===== src/rtl/ow_pkg.sv =====
// Shared types and constants for the 1-Wire bus master.
// Used by ow_step and onewire_bus_master; no dependencies of its own.
package ow_pkg;

    localparam int unsigned BITS_PER_BYTE = 8;
    localparam int unsigned CFG_DATA_W    = 10;
    localparam int unsigned CFG_INDEX_W   = 3;
    localparam int unsigned DUR_W         = 11;

    // Command codes
    localparam logic [2:0] CMD_RESET      = 3'd0;
    localparam logic [2:0] CMD_WRITE_BIT  = 3'd1;
    localparam logic [2:0] CMD_READ_BIT   = 3'd2;
    localparam logic [2:0] CMD_WRITE_BYTE = 3'd3;
    localparam logic [2:0] CMD_READ_BYTE  = 3'd4;

    // Input kinds
    localparam logic KIND_TICK    = 1'b0;
    localparam logic KIND_COMMAND = 1'b1;

    // Configuration register indexes
    localparam logic [CFG_INDEX_W-1:0] REG_RESET_LOW      = 3'd0;
    localparam logic [CFG_INDEX_W-1:0] REG_PRESENCE_WAIT  = 3'd1;
    localparam logic [CFG_INDEX_W-1:0] REG_RESET_TAIL     = 3'd2;
    localparam logic [CFG_INDEX_W-1:0] REG_WRITE_ONE_LOW  = 3'd3;
    localparam logic [CFG_INDEX_W-1:0] REG_WRITE_ZERO_LOW = 3'd4;
    localparam logic [CFG_INDEX_W-1:0] REG_READ_LOW       = 3'd5;
    localparam logic [CFG_INDEX_W-1:0] REG_READ_SAMPLE    = 3'd6;

    // Fixed recovery times in microseconds
    localparam logic [DUR_W-1:0] REC_ONE_US   = 11'd64;
    localparam logic [DUR_W-1:0] REC_ZERO_US  = 11'd10;
    localparam logic [DUR_W-1:0] READ_TAIL_US = 11'd55;
    localparam logic [DUR_W-1:0] DUR_DEFAULT  = 11'd1;

    // Configuration reset values
    localparam logic [9:0] RST_RESET_LOW      = 10'd480;
    localparam logic [7:0] RST_PRESENCE_WAIT  = 8'd70;
    localparam logic [9:0] RST_RESET_TAIL     = 10'd410;
    localparam logic [5:0] RST_WRITE_ONE_LOW  = 6'd6;
    localparam logic [6:0] RST_WRITE_ZERO_LOW = 7'd60;
    localparam logic [5:0] RST_READ_LOW       = 6'd3;
    localparam logic [5:0] RST_READ_SAMPLE    = 6'd10;

    typedef enum logic [3:0] {
        PH_IDLE     = 4'd0,
        PH_RST_LOW  = 4'd1,
        PH_RST_WAIT = 4'd2,
        PH_RST_TAIL = 4'd3,
        PH_W_LOW    = 4'd4,
        PH_W_REC    = 4'd5,
        PH_R_LOW    = 4'd6,
        PH_R_WAIT   = 4'd7,
        PH_R_TAIL   = 4'd8
    } phase_t;

    typedef struct packed {
        logic       kind;
        logic [2:0] command;
        logic [7:0] write_data;
        logic       line_level;
    } in_item_t;

    typedef struct packed {
        logic       pull_low;
        logic       busy_res;
        logic       done_res;
        logic       presence;
        logic [7:0] read_data;
        logic       rejected;
    } out_item_t;

    typedef struct packed {
        logic [9:0] reset_low_us;
        logic [7:0] presence_wait_us;
        logic [9:0] reset_tail_us;
        logic [5:0] write_one_low_us;
        logic [6:0] write_zero_low_us;
        logic [5:0] read_low_us;
        logic [5:0] read_sample_us;
    } cfg_t;

    typedef struct packed {
        phase_t     phase;
        logic [9:0] slot_timer;
        logic [2:0] bit_count;
        logic [7:0] shift_byte;
        logic [2:0] active_command;
        logic       presence_flag;
    } bus_state_t;

endpackage


===== src/rtl/ow_step.sv =====
// Per-beat update of the 1-Wire master: next bus state and the result item.
// Depends on ow_pkg for the state, item and configuration types.
module ow_step (
    input  ow_pkg::bus_state_t st,
    input  ow_pkg::in_item_t   item,
    input  ow_pkg::cfg_t       cfg,
    output ow_pkg::bus_state_t st_next,
    output ow_pkg::out_item_t  res
);

    logic                    finish;
    logic                    rejected;
    logic [ow_pkg::DUR_W-1:0] dur;
    logic [ow_pkg::DUR_W-1:0] tick_count;
    logic                    byte_cmd;

    // Length of the current phase in ticks
    always_comb begin
        unique case (st.phase)
            ow_pkg::PH_RST_LOW:  dur = {1'b0, cfg.reset_low_us};
            ow_pkg::PH_RST_WAIT: dur = {3'b000, cfg.presence_wait_us};
            ow_pkg::PH_RST_TAIL: dur = {1'b0, cfg.reset_tail_us};
            ow_pkg::PH_W_LOW:    dur = st.shift_byte[0] ? {5'b0, cfg.write_one_low_us}
                                                        : {4'b0, cfg.write_zero_low_us};
            ow_pkg::PH_W_REC:    dur = st.shift_byte[0] ? ow_pkg::REC_ONE_US
                                                        : ow_pkg::REC_ZERO_US;
            ow_pkg::PH_R_LOW:    dur = {5'b0, cfg.read_low_us};
            ow_pkg::PH_R_WAIT:   dur = {5'b0, cfg.read_sample_us};
            ow_pkg::PH_R_TAIL:   dur = ow_pkg::READ_TAIL_US;
            default:             dur = ow_pkg::DUR_DEFAULT;
        endcase
    end

    assign tick_count = {1'b0, st.slot_timer} + ow_pkg::DUR_W'(1);
    assign byte_cmd   = (st.active_command == ow_pkg::CMD_WRITE_BYTE) ||
                        (st.active_command == ow_pkg::CMD_READ_BYTE);

    // Next state
    always_comb begin
        st_next  = st;
        finish   = 1'b0;
        rejected = 1'b0;
        if (item.kind == ow_pkg::KIND_COMMAND) begin
            if (st.phase != ow_pkg::PH_IDLE || item.command > ow_pkg::CMD_READ_BYTE) begin
                rejected = 1'b1;
            end else begin
                st_next.active_command = item.command;
                st_next.slot_timer     = '0;
                st_next.bit_count      = '0;
                st_next.shift_byte     = '0;
                unique case (item.command)
                    ow_pkg::CMD_RESET: begin
                        st_next.phase = ow_pkg::PH_RST_LOW;
                    end
                    ow_pkg::CMD_WRITE_BIT, ow_pkg::CMD_WRITE_BYTE: begin
                        st_next.phase      = ow_pkg::PH_W_LOW;
                        st_next.shift_byte = item.write_data;
                    end
                    default: begin
                        st_next.phase = ow_pkg::PH_R_LOW;
                    end
                endcase
            end
        end else if (st.phase != ow_pkg::PH_IDLE) begin
            if (tick_count < dur) begin
                st_next.slot_timer = tick_count[9:0];
            end else begin
                st_next.slot_timer = '0;
                unique case (st.phase)
                    ow_pkg::PH_RST_LOW: begin
                        st_next.phase = ow_pkg::PH_RST_WAIT;
                    end
                    ow_pkg::PH_RST_WAIT: begin
                        st_next.presence_flag = ~item.line_level;
                        if (cfg.reset_tail_us == '0) begin
                            finish = 1'b1;
                        end else begin
                            st_next.phase = ow_pkg::PH_RST_TAIL;
                        end
                    end
                    ow_pkg::PH_W_LOW: begin
                        st_next.phase = ow_pkg::PH_W_REC;
                    end
                    ow_pkg::PH_R_LOW: begin
                        st_next.phase = ow_pkg::PH_R_WAIT;
                    end
                    ow_pkg::PH_R_WAIT: begin
                        if (st.active_command == ow_pkg::CMD_READ_BIT) begin
                            st_next.shift_byte = {7'b0, item.line_level};
                        end else begin
                            st_next.shift_byte = {item.line_level, st.shift_byte[7:1]};
                        end
                        st_next.phase = ow_pkg::PH_R_TAIL;
                    end
                    ow_pkg::PH_W_REC, ow_pkg::PH_R_TAIL: begin
                        // advance to the next slot of a byte, or finish
                        if (byte_cmd &&
                            st.bit_count < 3'(ow_pkg::BITS_PER_BYTE - 1)) begin
                            st_next.bit_count = st.bit_count + 3'd1;
                            if (st.active_command == ow_pkg::CMD_WRITE_BYTE) begin
                                st_next.shift_byte = {1'b0, st.shift_byte[7:1]};
                                st_next.phase      = ow_pkg::PH_W_LOW;
                            end else begin
                                st_next.phase = ow_pkg::PH_R_LOW;
                            end
                        end else begin
                            finish = 1'b1;
                        end
                    end
                    default: begin
                        finish = 1'b1;
                    end
                endcase
            end
            if (finish) begin
                st_next.phase = ow_pkg::PH_IDLE;
            end
        end
    end

    // Result item from the updated state
    always_comb begin
        res.pull_low  = (st_next.phase == ow_pkg::PH_RST_LOW) ||
                        (st_next.phase == ow_pkg::PH_W_LOW) ||
                        (st_next.phase == ow_pkg::PH_R_LOW);
        res.busy_res  = (st_next.phase != ow_pkg::PH_IDLE);
        res.done_res  = finish;
        res.presence  = st_next.presence_flag;
        res.rejected  = rejected;
        if (finish && (st.active_command == ow_pkg::CMD_READ_BIT ||
                       st.active_command == ow_pkg::CMD_READ_BYTE)) begin
            res.read_data = st_next.shift_byte;
        end else begin
            res.read_data = '0;
        end
    end

endmodule


===== src/rtl/onewire_bus_master.sv =====
// 1-Wire bus master top level: configuration registers, bus state and result register.
// Depends on ow_pkg and ow_step.
//
// Usage:
//   s_valid/s_ready/s_data carry input beats. A beat of kind tick stands for
//   one microsecond and carries the sampled line level; a beat of kind command
//   starts a reset with presence detect, a bit or a byte transfer (LSB first).
//   m_valid/m_ready/m_data carry one result beat per input beat: pull_low for
//   the open-drain pin, busy, done, presence, read data and a reject flag.
//   cfg_we/cfg_index/cfg_wdata write the seven timing registers, one per
//   clock, with no wait; write only while the master is idle.
// Timing:
//   m_valid rises in the cycle after an input beat is accepted. One beat is
//   taken every cycle unless the receiver stalls: the state update is a single
//   pass of ow_step between the bus state registers and the result register.
//   When the receiver stalls, the result register holds and s_ready drops
//   only while a result is waiting and m_ready is low.
// Reset:
//   aresetn (synchronous, active low) idles the bus, clears the state and
//   the result register and loads the default timing values.
module onewire_bus_master (
    input  logic                              aclk,
    input  logic                              aresetn,
    input  logic                              s_valid,
    output logic                              s_ready,
    input  ow_pkg::in_item_t                  s_data,
    output logic                              m_valid,
    input  logic                              m_ready,
    output ow_pkg::out_item_t                 m_data,
    input  logic                              cfg_we,
    input  logic [ow_pkg::CFG_INDEX_W-1:0]    cfg_index,
    input  logic [ow_pkg::CFG_DATA_W-1:0]     cfg_wdata
);

    ow_pkg::cfg_t       cfg_reg;
    ow_pkg::bus_state_t state_reg;
    ow_pkg::bus_state_t state_next;
    ow_pkg::out_item_t  res_next;
    ow_pkg::out_item_t  m_data_reg;
    logic               m_valid_reg;
    logic               s_beat;

    assign s_ready = !m_valid_reg || m_ready;
    assign s_beat  = s_valid && s_ready;
    assign m_valid = m_valid_reg;
    assign m_data  = m_data_reg;

    // Configuration registers; bits above a register's width are dropped
    always_ff @(posedge aclk) begin
        if (!aresetn) begin
            cfg_reg.reset_low_us      <= ow_pkg::RST_RESET_LOW;
            cfg_reg.presence_wait_us  <= ow_pkg::RST_PRESENCE_WAIT;
            cfg_reg.reset_tail_us     <= ow_pkg::RST_RESET_TAIL;
            cfg_reg.write_one_low_us  <= ow_pkg::RST_WRITE_ONE_LOW;
            cfg_reg.write_zero_low_us <= ow_pkg::RST_WRITE_ZERO_LOW;
            cfg_reg.read_low_us       <= ow_pkg::RST_READ_LOW;
            cfg_reg.read_sample_us    <= ow_pkg::RST_READ_SAMPLE;
        end else if (cfg_we) begin
            unique case (cfg_index)
                ow_pkg::REG_RESET_LOW:      cfg_reg.reset_low_us      <= cfg_wdata;
                ow_pkg::REG_PRESENCE_WAIT:  cfg_reg.presence_wait_us  <= cfg_wdata[7:0];
                ow_pkg::REG_RESET_TAIL:     cfg_reg.reset_tail_us     <= cfg_wdata;
                ow_pkg::REG_WRITE_ONE_LOW:  cfg_reg.write_one_low_us  <= cfg_wdata[5:0];
                ow_pkg::REG_WRITE_ZERO_LOW: cfg_reg.write_zero_low_us <= cfg_wdata[6:0];
                ow_pkg::REG_READ_LOW:       cfg_reg.read_low_us       <= cfg_wdata[5:0];
                ow_pkg::REG_READ_SAMPLE:    cfg_reg.read_sample_us    <= cfg_wdata[5:0];
                default: begin
                end
            endcase
        end
    end

    ow_step u_step (
        .st      (state_reg),
        .item    (s_data),
        .cfg     (cfg_reg),
        .st_next (state_next),
        .res     (res_next)
    );

    always_ff @(posedge aclk) begin
        if (!aresetn) begin
            state_reg.phase          <= ow_pkg::PH_IDLE;
            state_reg.slot_timer     <= '0;
            state_reg.bit_count      <= '0;
            state_reg.shift_byte     <= '0;
            state_reg.active_command <= ow_pkg::CMD_RESET;
            state_reg.presence_flag  <= 1'b0;
        end else if (s_beat) begin
            state_reg <= state_next;
        end
    end

    always_ff @(posedge aclk) begin
        if (!aresetn) begin
            m_valid_reg <= 1'b0;
        end else if (s_beat) begin
            m_valid_reg <= 1'b1;
        end else if (m_ready) begin
            m_valid_reg <= 1'b0;
        end
    end

    // Result payload; hold while stalled
    always_ff @(posedge aclk) begin
        if (!aresetn) begin
            m_data_reg <= '0;
        end else if (s_beat) begin
            m_data_reg <= res_next;
        end
    end

    a_beat_gives_result: assert property (@(posedge aclk) disable iff (!aresetn)
        s_beat |=> m_valid_reg)
        else $error("accepted beat produced no result");

    a_done_not_busy: assert property (@(posedge aclk) disable iff (!aresetn)
        m_valid_reg && m_data_reg.done_res |-> !m_data_reg.busy_res && !m_data_reg.rejected)
        else $error("done result while still busy or rejected");

    a_drive_implies_busy: assert property (@(posedge aclk) disable iff (!aresetn)
        m_valid_reg && m_data_reg.pull_low |-> m_data_reg.busy_res)
        else $error("line driven low while idle");

    a_read_data_on_done: assert property (@(posedge aclk) disable iff (!aresetn)
        m_valid_reg && m_data_reg.read_data != 8'd0 |-> m_data_reg.done_res)
        else $error("read data outside a completing beat");

endmodule

===== config.mk =====
export PLATFORM = sky130hd
export DESIGN_NAME = onewire_bus_master
export DESIGN_NICKNAME = d
export VERILOG_FILES = /design/src/rtl/ow_pkg.sv /design/src/rtl/ow_step.sv /design/src/rtl/onewire_bus_master.sv
export SDC_FILE = /design/constraint.sdc
export NUM_CORES = 1
export LEC_CHECK = 0
export BUFFER_PORTS_ARGS = -buffer_cell sky130_fd_sc_hd__buf_2
export CAP_MARGIN = 20
export CORE_MARGIN = 10
export CORE_UTILIZATION = 40
export CTS_BUF_LIST = sky130_fd_sc_hd__clkbuf_8 sky130_fd_sc_hd__clkbuf_16
export CTS_CLUSTER_DIAMETER = 40
export DETAILED_ROUTE_END_ITERATION = 6
export SLEW_MARGIN = 20
export SYNTH_ARGS = -nofsm -noshare
export SYNTH_HDL_FRONTEND = slang
export SYNTH_SLANG_ARGS = --single-unit
export TNS_END_PERCENT = 50

===== constraint.sdc =====
create_clock -name aclk -period 3.45 [get_ports aclk]
set_input_delay 0 -clock aclk [delete_from_list [all_inputs] [get_ports aclk]]
set_output_delay 0 -clock aclk [all_outputs]
set_load 0.005 [all_outputs]

# After elaboration in Yosys (flattened, before gate mapping)
# Index checks and enable logic that the tools add are counted.
[totals]
word_cells = 123
reg_bits = 95
[classes]
n_mux = 38
n_lt_le_gt_ge = 3
n_eq_ne = 24
bitwise = 4
reduce_logical = 33
add_sub_neg = 2
[op_table]
columns = ["operator", "n"]
rows = [
  ["one-hot mux 11 bit (8 select lines)", 1],
  ["two-way mux 25 bit", 2],
  ["two-way mux 8 bit", 4],
  ["two-way mux 28 bit", 1],
  ["== test 4 x 3 -> 1 bit (second input constant)", 6],
  ["one-hot mux 4 bit (6 select lines)", 1],
  ["two-way mux 11 bit", 2],
  ["two-way mux 4 bit", 4],
  ["one-hot mux 8 bit (2 select lines)", 1],
  ["== test 3 x 2 -> 1 bit (second input constant)", 5],
  ["two-way mux 1 bit", 15],
  ["two-way mux 7 bit", 2],
  ["AND reduction 2 bit", 7],
  ["== test 3 bit (second input constant)", 4],
  ["adder 10 x 1 -> 11 bit (second input constant)", 1],
  ["< comparator 11 bit", 1],
  ["zero test 10 bit", 1],
  ["two-way mux 10 bit", 1],
  ["== test 4 x 1 -> 1 bit (second input constant)", 2],
  ["== test 4 x 2 -> 1 bit (second input constant)", 2],
  ["nonzero test 2 bit", 4],
  ["nonzero test 4 bit", 2],
  ["== test 3 x 1 -> 1 bit (second input constant)", 2],
  ["zero test 3 bit", 2],
  ["other kinds (18)", 31],
]

# Depth between registers and ports, before layout
# Gate-level depths: netlist (run 1).
[logic_depth]
depth_word = 14
mapped_depth = 19
depth_no_buf = 15

# Modules after synthesis
# Synthesis (run 1) repeated with hierarchy kept, for this count alone.
[hier_totals]
cells_unflattened = 732
hier_area_um2 = 5826.8
[by_module_without_submodules]
columns = ["mod", "cells_each", "seq_area_each_um2", "n_inst", "area_per_inst_um2"]
rows = [
  ["onewire_bus_master", 381, 1921.8, 1, 3585.9],
  ["ow_step", 351, 0.0, 1, 2240.9],
]

# Least setup slack after synthesis (run 1)
# OpenSTA, ideal clock, no wires.
[synth_path]
kind = "flip-flop to flip-flop"
from = "register state_reg[26] in the netlist's numbering"
to = "register state_reg[5] in the netlist's numbering"
n_path_buf = 4
stages_incl_launch_ff = 17
setup_time_ns = 0.087
required_ns = 3.363
setup_slack_ns = -0.264
arrival_ns = 3.627
path_cell_list = "dfxtp_1 > buf_2 > clkbuf_1 > clkbuf_1 > nand2_1 > nor3_1 > a22oi_1 > and3_1 > ha_1 > nand4_1 > a211oi_4 > nand4_4 > a311o_1 > buf_6 > mux2i_1 > o21ai_1 > o31ai_1"
[synth_via]
elab_chain_cells = 6
elab_cells_between_ends = 18
classes_between = "order compare: 1; eq/ne: 8; mux: 6; reduce/logical: 3"
[synth_lines]
columns = ["element", "line", "text"]
rows = [
  ["from (decl)", "onewire_bus_master.sv:36", "ow_pkg::bus_state_t state_reg;"],
  ["from (signal assigned)", "onewire_bus_master.sv:90", "state_reg <= state_next;"],
  ["== test 4 bit (tied with other cells)", "ow_step.sv:19, ow_step.sv:69", ""],
  ["one-hot mux 11 bit (8 select lines) / OR reduction 2 bit (equally long branches)", "ow_step.sv:19, ow_step.sv:69", ""],
  ["< comparator 11 bit / one-hot mux 8 bit (2 select lines) (equally long branches)", "ow_step.sv:65, ow_step.sv:69", ""],
  ["two-way mux 11 bit", "ow_step.sv:65", "if (tick_count < dur) begin"],
  ["two-way mux 25 bit", "ow_step.sv:64", "end else if (st.phase != ow_pkg::PH_IDLE) begin"],
  ["two-way mux 25 bit (*)", "ow_step.sv:43", "if (item.kind == ow_pkg::KIND_COMMAND) begin"],
]
# Mark *: on every way between the ends. The rest lies on a longest branch, timed or not. The select of a mux whose other input is x is not followed.
# A chain may end at the register's enable or synchronous reset.

# Worst setup path after layout (run 1)
[layout_path]
from = "register state_reg[4] in the netlist's numbering"
to = "register m_data_reg (netlist bit m_data[11])"
[layout_via]
elab_chain_cells = 10
elab_cells_between_ends = 12
classes_between = "order compare: 1; mux: 10; reduce/logical: 1"
[layout_lines]
columns = ["element", "line", "text"]
rows = [
  ["two-way mux 7 bit (on tied branches)", "ow_step.sv:23, ow_step.sv:25", ""],
  ["one-hot mux 11 bit (8 select lines) (*)", "ow_step.sv:19", "unique case (st.phase)"],
  ["< comparator 11 bit (*)", "ow_step.sv:65", ""],
  ["two-way mux 1 bit", "ow_step.sv:65", ""],
  ["two-way mux 1 bit", "ow_step.sv:64", ""],
  ["two-way mux 1 bit", "ow_step.sv:43", ""],
  ["two-way mux 4 bit (*)", "ow_step.sv:115", "if (finish) begin"],
  ["two-way mux 25 bit (*)", "ow_step.sv:64", ""],
  ["two-way mux 25 bit (*)", "ow_step.sv:43", ""],
  ["nonzero test 4 bit (*)", "ow_step.sv:126", "res.busy_res = (st_next.phase != ow_pkg::PH_IDLE);"],
  ["to (signal assigned)", "onewire_bus_master.sv:109", "m_data_reg <= res_next;"],
  ["to (decl)", "onewire_bus_master.sv:39", "ow_pkg::out_item_t m_data_reg;"],
]
# Marked as above.

==> flow_summary.toml, run 1 <==
[run_status]
outcome = "complete, no violations"

[power_and_ir_drop]
clkPwrFrac_pct = 37.2
internal_power_mw = 1.96
p_leak_nw = 2.58
power.total_mw = 2.73
switchingPower_mw = 0.770
combPwrFrac_pct = 20.4
peakVddDrop_uv = 316
seqPwrFrac_pct = 42.3
powerDensity_mw_per_mm2 = 423
swShare_pct = 28.2

[detailed_routing]
top_layer = "met4"
remaining_drc_errors = 0
wl_met2_mm = 7.26
first_iter_violations = 419
wl_met3_microns = 587
firstDrtPassIters = 5
vias = 5073
final_antenna_net_count = 0
wirelength_mm = 15.4
wire_per_inst_microns = 16.5
vias_per_cell = 5.44
met1_length_mm = 7.31

[floorplanning]
core_area_sq_mm = 0.0128
ioPinCount = 46
die-area_sq_mm = 0.0182
die_h_microns = 135
fp.dieW_microns = 135
initial_core_util_pct = 41.3
rows = 41

[sta]
timing.slew.headroom_pct = 45.2
setup_viol = 0
rsz0062_at_grt = "true"
tightest_slew_ps = 814
whs_ps = 10.9
fin_crit_sh_pct = 95.2
fin_crit_ps = 3290
finalHoldViolations = 0
skew_ps = 8.69
slew_viol_final = 0
clock.fmax_mhz = 304

[synth]
syn-cell-area_sq_mm = 0.00528
avgSynthCellArea_sq_um = 7.80
synth_nets = 719
synth_cells = 677
synth-edff-count = 0
yosysWarnings = 0
async_flop_share_pct = 0
synthFlopType = "dfxtp_1"
ys_ff_latch = 95
yosys.cell_types.count = 63
seq_area_frac_synth_pct = 36.0

[placed_design]
dp_hpwl_mm = 11.4
dpl_cell_area_sq_mm = 0.00592
portBuffers = 45
gp_congestion = 0.918

[global_route]
grt.total_usage_pct = 16.9
grt_first_pass_wirelength_mm = 25.1
grt_max_degree = 53
antenna_found_initial = 0
grt-ovfl-total = 0
grt_pass1_vias = 4941

[setup_path]
rrSetupSlack_ps = 160
cp-start-kind = "flop"
critPathKind = "flop to flop"
worstPathArrival_ps = 3520
crit-reg2reg-launch = "state_reg[4]$_SDFFE_PN0P_"
endpoint_kind = "flop"
cp.required_ps = 3680
crit_fanout = 6
setup.worst_path.end = "m_data[11]$_SDFFE_PN0P_"
setup.worst_path.start = "state_reg[4]$_SDFFE_PN0P_"
ff2ff_path_depth = 13
r2r-end = "m_data[11]$_SDFFE_PN0P_"

[run]
maxCapViolations = 0

[clocking]
htreeDepth = 3
cts_tree = "done"
cts_root_buf = "clkbuf_16"
cts.path.max_buffers = 2
clock_sinks = 95
clk_latency_ps = 350
cts.clk_slew.worst_paths_ps = 60
cts_buffers = 9

[final_layout]
antennaDiodeCount = 0
fin_area_sq_mm = 0.00646
finalNetCount = 798
largest_reg_flops = 53
area_growth_pct = 22.4
drive_gt1_share_pct = 18.3

[hold_path]
min_path_type = "input pin to flop"
==> what timing repair did <==
item                                    4_1_cts  5_1_grt
setup buffers                                 0        1
endpoints found under the setup margin        0       34
gates resized for setup                       0       21
hold buffers                                 17        0
hold endpoints to repair                     41        0
==> cell usage in the layout (no fill, tap or decap), types with 7 or more instances in the layout <==
cell           instances
o31ai_1                8
o21ai_1                7
a21oi_1               29
nor2_1                34
clkbuf_16              9
nand4_1                8
dfxtp_1               91
a21boi_0              38
o21ai_0               30
nor2b_1               20
ha_1                  10
or3_1                  7
nand2_1              142
nand3_1               50
buf_4                 43
a22oi_1                8
dlygate4sd3_1         17
inv_1                  7
buf_2                 45
mux2i_1               25
==> stage by stage <==
stage | cells | util (%) | setup TNS [ps] | setup WS, ps
2_1_floorplan | 677 | - | 0 | 0.514
5_1_grt | 932 | 50.6 | -67.9 | -32.3
6_report | 932 | 50.6 | 0 | 164
3_5_place_dp | 899 | 46.4 | 0 | 63.6
4_1_cts | 931 | 50.0 | 0 | 25.8
3_3_place_gp | 899 | 46.4 | 0 | 52.5
==> power groups by stage <==
| stage | Clock [mW] | Combinational, mW | Sequential, mW |
|---|---|---|---|
| floorplan | 0 | 0.335 | 1.17 |
| global placement | 0 | 0.510 | 1.18 |
| detailed placement | 0 | 0.516 | 1.18 |
| CTS | 1.04 | 0.534 | 1.15 |
| global route | 1.08 | 0.611 | 1.16 |
| finish | 1.02 | 0.558 | 1.16 |
==> logic make-up after synthesis <==
family	Yosys count	synth area share [%]
AOI/OAI and AO/OA	167	21.5
xor gates and xnor gates	10	1.66
adders and majority gates	11	2.61
buffers and inverters	47	3.67
DFF	95	36.0
muxes	28	5.45
and+or+nand+nor	319	29.1
==> worst min-delay path by stage <==
stage / slack (ps) / end / start / depth (start not counted)
6_report: 10 / m_valid$_SDFFE_PN0P_ / m_ready / 3
5_1_grt: 30 / m_data[9]$_SDFFE_PN0P_ / s_data[0] / 3
4_1_cts: 0.2 / state_reg[7]$_SDFFE_PN0P_ / s_data[4] / 3
3_5_place_dp: 230 / cfg_reg[51]$_SDFFE_PN1P_ / cfg_wdata[8] / 3
3_3_place_gp: 220 / cfg_reg[33]$_SDFFE_PN1P_ / cfg_wdata[8] / 3
2_1_floorplan: 120 / cfg_reg[14]$_SDFFE_PN1P_ / cfg_wdata[2] / 2
==> routing by layer <==
| layer | vias to the layer above | GRT usage, % |
|---|---|---|
| li1 | 2563 | - |
| met1 | 2380 | 22.3 |
| met3 | 18 | 2.63 |
| met5 | - | 0 |
| met4 | 0 | 6.23 |
| met2 | 112 | 27.1 |
==> final cells by class <==
cell class | instances | area, sq um
repair buffers | 109 | 772
clock buffers | 11 | 253
multi-input cells | 535 | 3250
flip-flops and latches | 95 | 1910
inverters | 6 | 22.5
well taps | 172 | 215
fillers | 1235 | 6310
clock inverters | 4 | 46.3
==> synth_stat cells (3+ instances only) <==
master	instances	area share, %
or3_1	7	0.83
buf_2	5	0.47
o31ai_1	8	1.1
nand2b_1	6	0.71
a21oi_1	29	2.7
inv_1	6	0.43
xnor2_1	6	1.0
dfxtp_1	95	36
a22oi_1	9	1.3
xor2_1	4	0.66
nand4_1	8	0.95
mux2i_1	25	4.7
and3_1	6	0.71
a31o_2	3	0.50
and2_1	6	0.71
a21boi_0	38	5.4
a31oi_1	6	0.71
nand2_1	143	10
or2_2	3	0.36
nor4_1	3	0.36
o211a_1	3	0.57
ha_1	11	2.6
nand3b_1	6	0.85
nor3_1	8	0.76
nor2b_1	20	2.4
o21ai_0	32	3.0
a211oi_1	3	0.43
clkbuf_1	32	2.3
o21bai_1	3	0.43
nor3b_1	6	0.85
nand3_1	51	4.8
o21ai_1	6	0.57
nor2_1	36	2.6
o22ai_1	6	0.71
==> critical path, stage by stage (launching register included) <==
cell      delay [ps]
dfxtp_1          440
buf_12           170
mux2i_1          240
nor2_1            60
a221oi_1         280
and3_1           230
ha_1             130
nand4_1          160
a211oi_4         260
nand4_4          160
a31oi_2          300
mux2i_1          350
nor4bb_1         300
nor2_1            90
(Power assumes the default switching activity.)
==> run 2, diff against run 1 <==
- SETUP_SLACK_MARGIN: default -> 0.5
==> run 2 against run 1 <==
Final cell count up 0.75%. Die area unchanged. Maximum frequency up 3.6%. Non-clock buffer count up 7.
==> flow_summary.toml, run 2 (same netlist as run 1, synthesis figures left out) <==
[detailed_routing]
wire_per_inst_microns = 17.1
vias_per_cell = 5.62
firstDrtPassIters = 5
remaining_drc_errors = 0
final_antenna_net_count = 0
vias = 5280
wirelength_mm = 16.0
first_iter_violations = 412

[global_route]
antenna_found_initial = 0
grt.total_usage_pct = 17.4
grt-ovfl-total = 0
grt_pass1_vias = 5069
grt_first_pass_wirelength_mm = 25.8
grt_max_degree = 52

[final_layout]
finalNetCount = 805
final_cell_mix = "nand2_1, dfxtp_1, nand3_1"
num-fill-cells = 1206
area_growth_pct = 29.7
final_common_cell = "nand2_1"
drive_gt1_share_pct = 24.4
antennaDiodeCount = 0
largest_reg_flops = 53
postLayoutCoreUtil_pct = 53.6

[sta]
slew_viol_final = 0
timing.slew.headroom_pct = 43.3
fin_crit_sh_pct = 91.9
fin_ws_ps = 279
tightest_slew_ps = 851
setup_viol = 0
finalHoldViolations = 0
setup_tns_ps = 0
clock.fmax_mhz = 315
skew_ps = 5.26
fin_crit_ps = 3170
rsz0062_at_grt = "true"

[floorplanning]
die-area_sq_mm = 0.0182
ioPinCount = 46
die_h_microns = 135
fp.dieW_microns = 135
rows = 41
core_area_sq_mm = 0.0128
initial_core_util_pct = 41.3

[power_and_ir_drop]
seqPwrFrac_pct = 41.9
powerDensity_mw_per_mm2 = 405
combPwrFrac_pct = 23.3
clkPwrFrac_pct = 34.8
p_leak_nw = 2.68
switchingPower_mw = 0.810
swShare_pct = 29.2
peakVddDrop_uv = 271
internal_power_mw = 1.97

[placed_design]
dp_slack_ps = 31.7
dp_hpwl_mm = 11.3
gp_congestion = 0.916
portBuffers = 45

[setup_path]
crit_fanout = 6
worstPathArrival_ps = 3410
cp-start-kind = "flop"
endpoint_kind = "flop"
cp.required_ps = 3690
critPathKind = "flop to flop"

[run_status]
outcome = "complete, no violations"

[hold_path]
min_path_type = "input pin to flop"

[run]
maxCapViolations = 0

[clocking]
cts.path.max_buffers = 2
cts_tree = "done"
clock_sinks = 95
cts_buffers = 9
clk_latency_ps = 350
htreeDepth = 3
cts_root_buf = "clkbuf_16"
cts.clk_slew.worst_paths_ps = 60
## run 2: cell types whose count changed in the layout (fill, tap and decap cells not counted), sizes merged
cell         previous run  this run
clkbuf                 11         9
clkinv                  1         4
clkinvlp                1         0
dlygate4sd3            17        19
buf                    92        97
## run 2: repair_timing
action,4_1_cts,5_1_grt
gates cloned,2,0
hold endpoints to repair,50,0
gates resized for setup,52,30
setup endpoints to repair,34,37
buffers inserted,13,10
pin swaps,25,24
hold buffers,19,0
## run 2: critical path, stage by stage (launching register included)
cell	delay, ps
dfxtp_4	400
nand2_1	160
nor3b_1	240
a21oi_1	60
o221ai_1	210
a21oi_2	70
ha_1	310
nand4_1	160
buf_4	190
nor2_4	90
o21ai_4	90
buf_6	140
a31oi_4	210
mux2i_2	310
nor4bb_4	340
nor2_1	80
## run 2: final timing paths
kind	start	to	slack (ps)	depth (start not counted)
setup / recovery	state_reg[27]$_SDFFE_PN0P_	m_data[11]$_SDFFE_PN0P_	280	15
hold / removal	s_data[0]	m_data[9]$_SDFFE_PN0P_	20	3
setup reg to reg	state_reg[27]$_SDFFE_PN0P_	m_data[11]$_SDFFE_PN0P_	280	15
hold reg to reg	m_data[5]$_SDFFE_PN0P_	m_data[5]$_SDFFE_PN0P_	450	2
## run 2: cell type report
class                   instances  area [sq um]  share of cell area [%]
inverters                       6          27.5                   0.402
repair buffers                116           847                    12.4
well taps                     172           215                    3.14
clock buffers                   9           225                    3.29
clock inverters                 6          53.8                   0.786
flip-flops and latches         95          1920                    28.1
multi-input cells             535          3550                    51.9
## run 2: power groups by stage
stage | registers, mW | logic (mW) | clock network [mW]
after floorplan | 1.17 | 0.373 | 0
after global placement | 1.18 | 0.498 | 0
after detailed placement | 1.18 | 0.503 | 0
after CTS | 1.16 | 0.580 | 0.985
after global routing | 1.17 | 0.701 | 1.02
final | 1.16 | 0.647 | 0.966
## run 2: per-layer routing
layer | global-route usage [%] | wire (microns)
met1 | 21.4 | 7230
met4 | 6.77 | 336
met2 | 28.8 | 7670
met3 | 3.86 | 777
met5 | 0 | 0
## run 2: through the flow
stage,instances,hold slack [ps],area (sq um),total power [mW]
floorplan,677,124,5470,1.54
global placement,880,227,5860,1.68
detailed placement,880,235,5860,1.69
CTS,929,2.80,6620,2.73
global route,939,25.2,6850,2.89
finish,939,16.0,6850,2.78
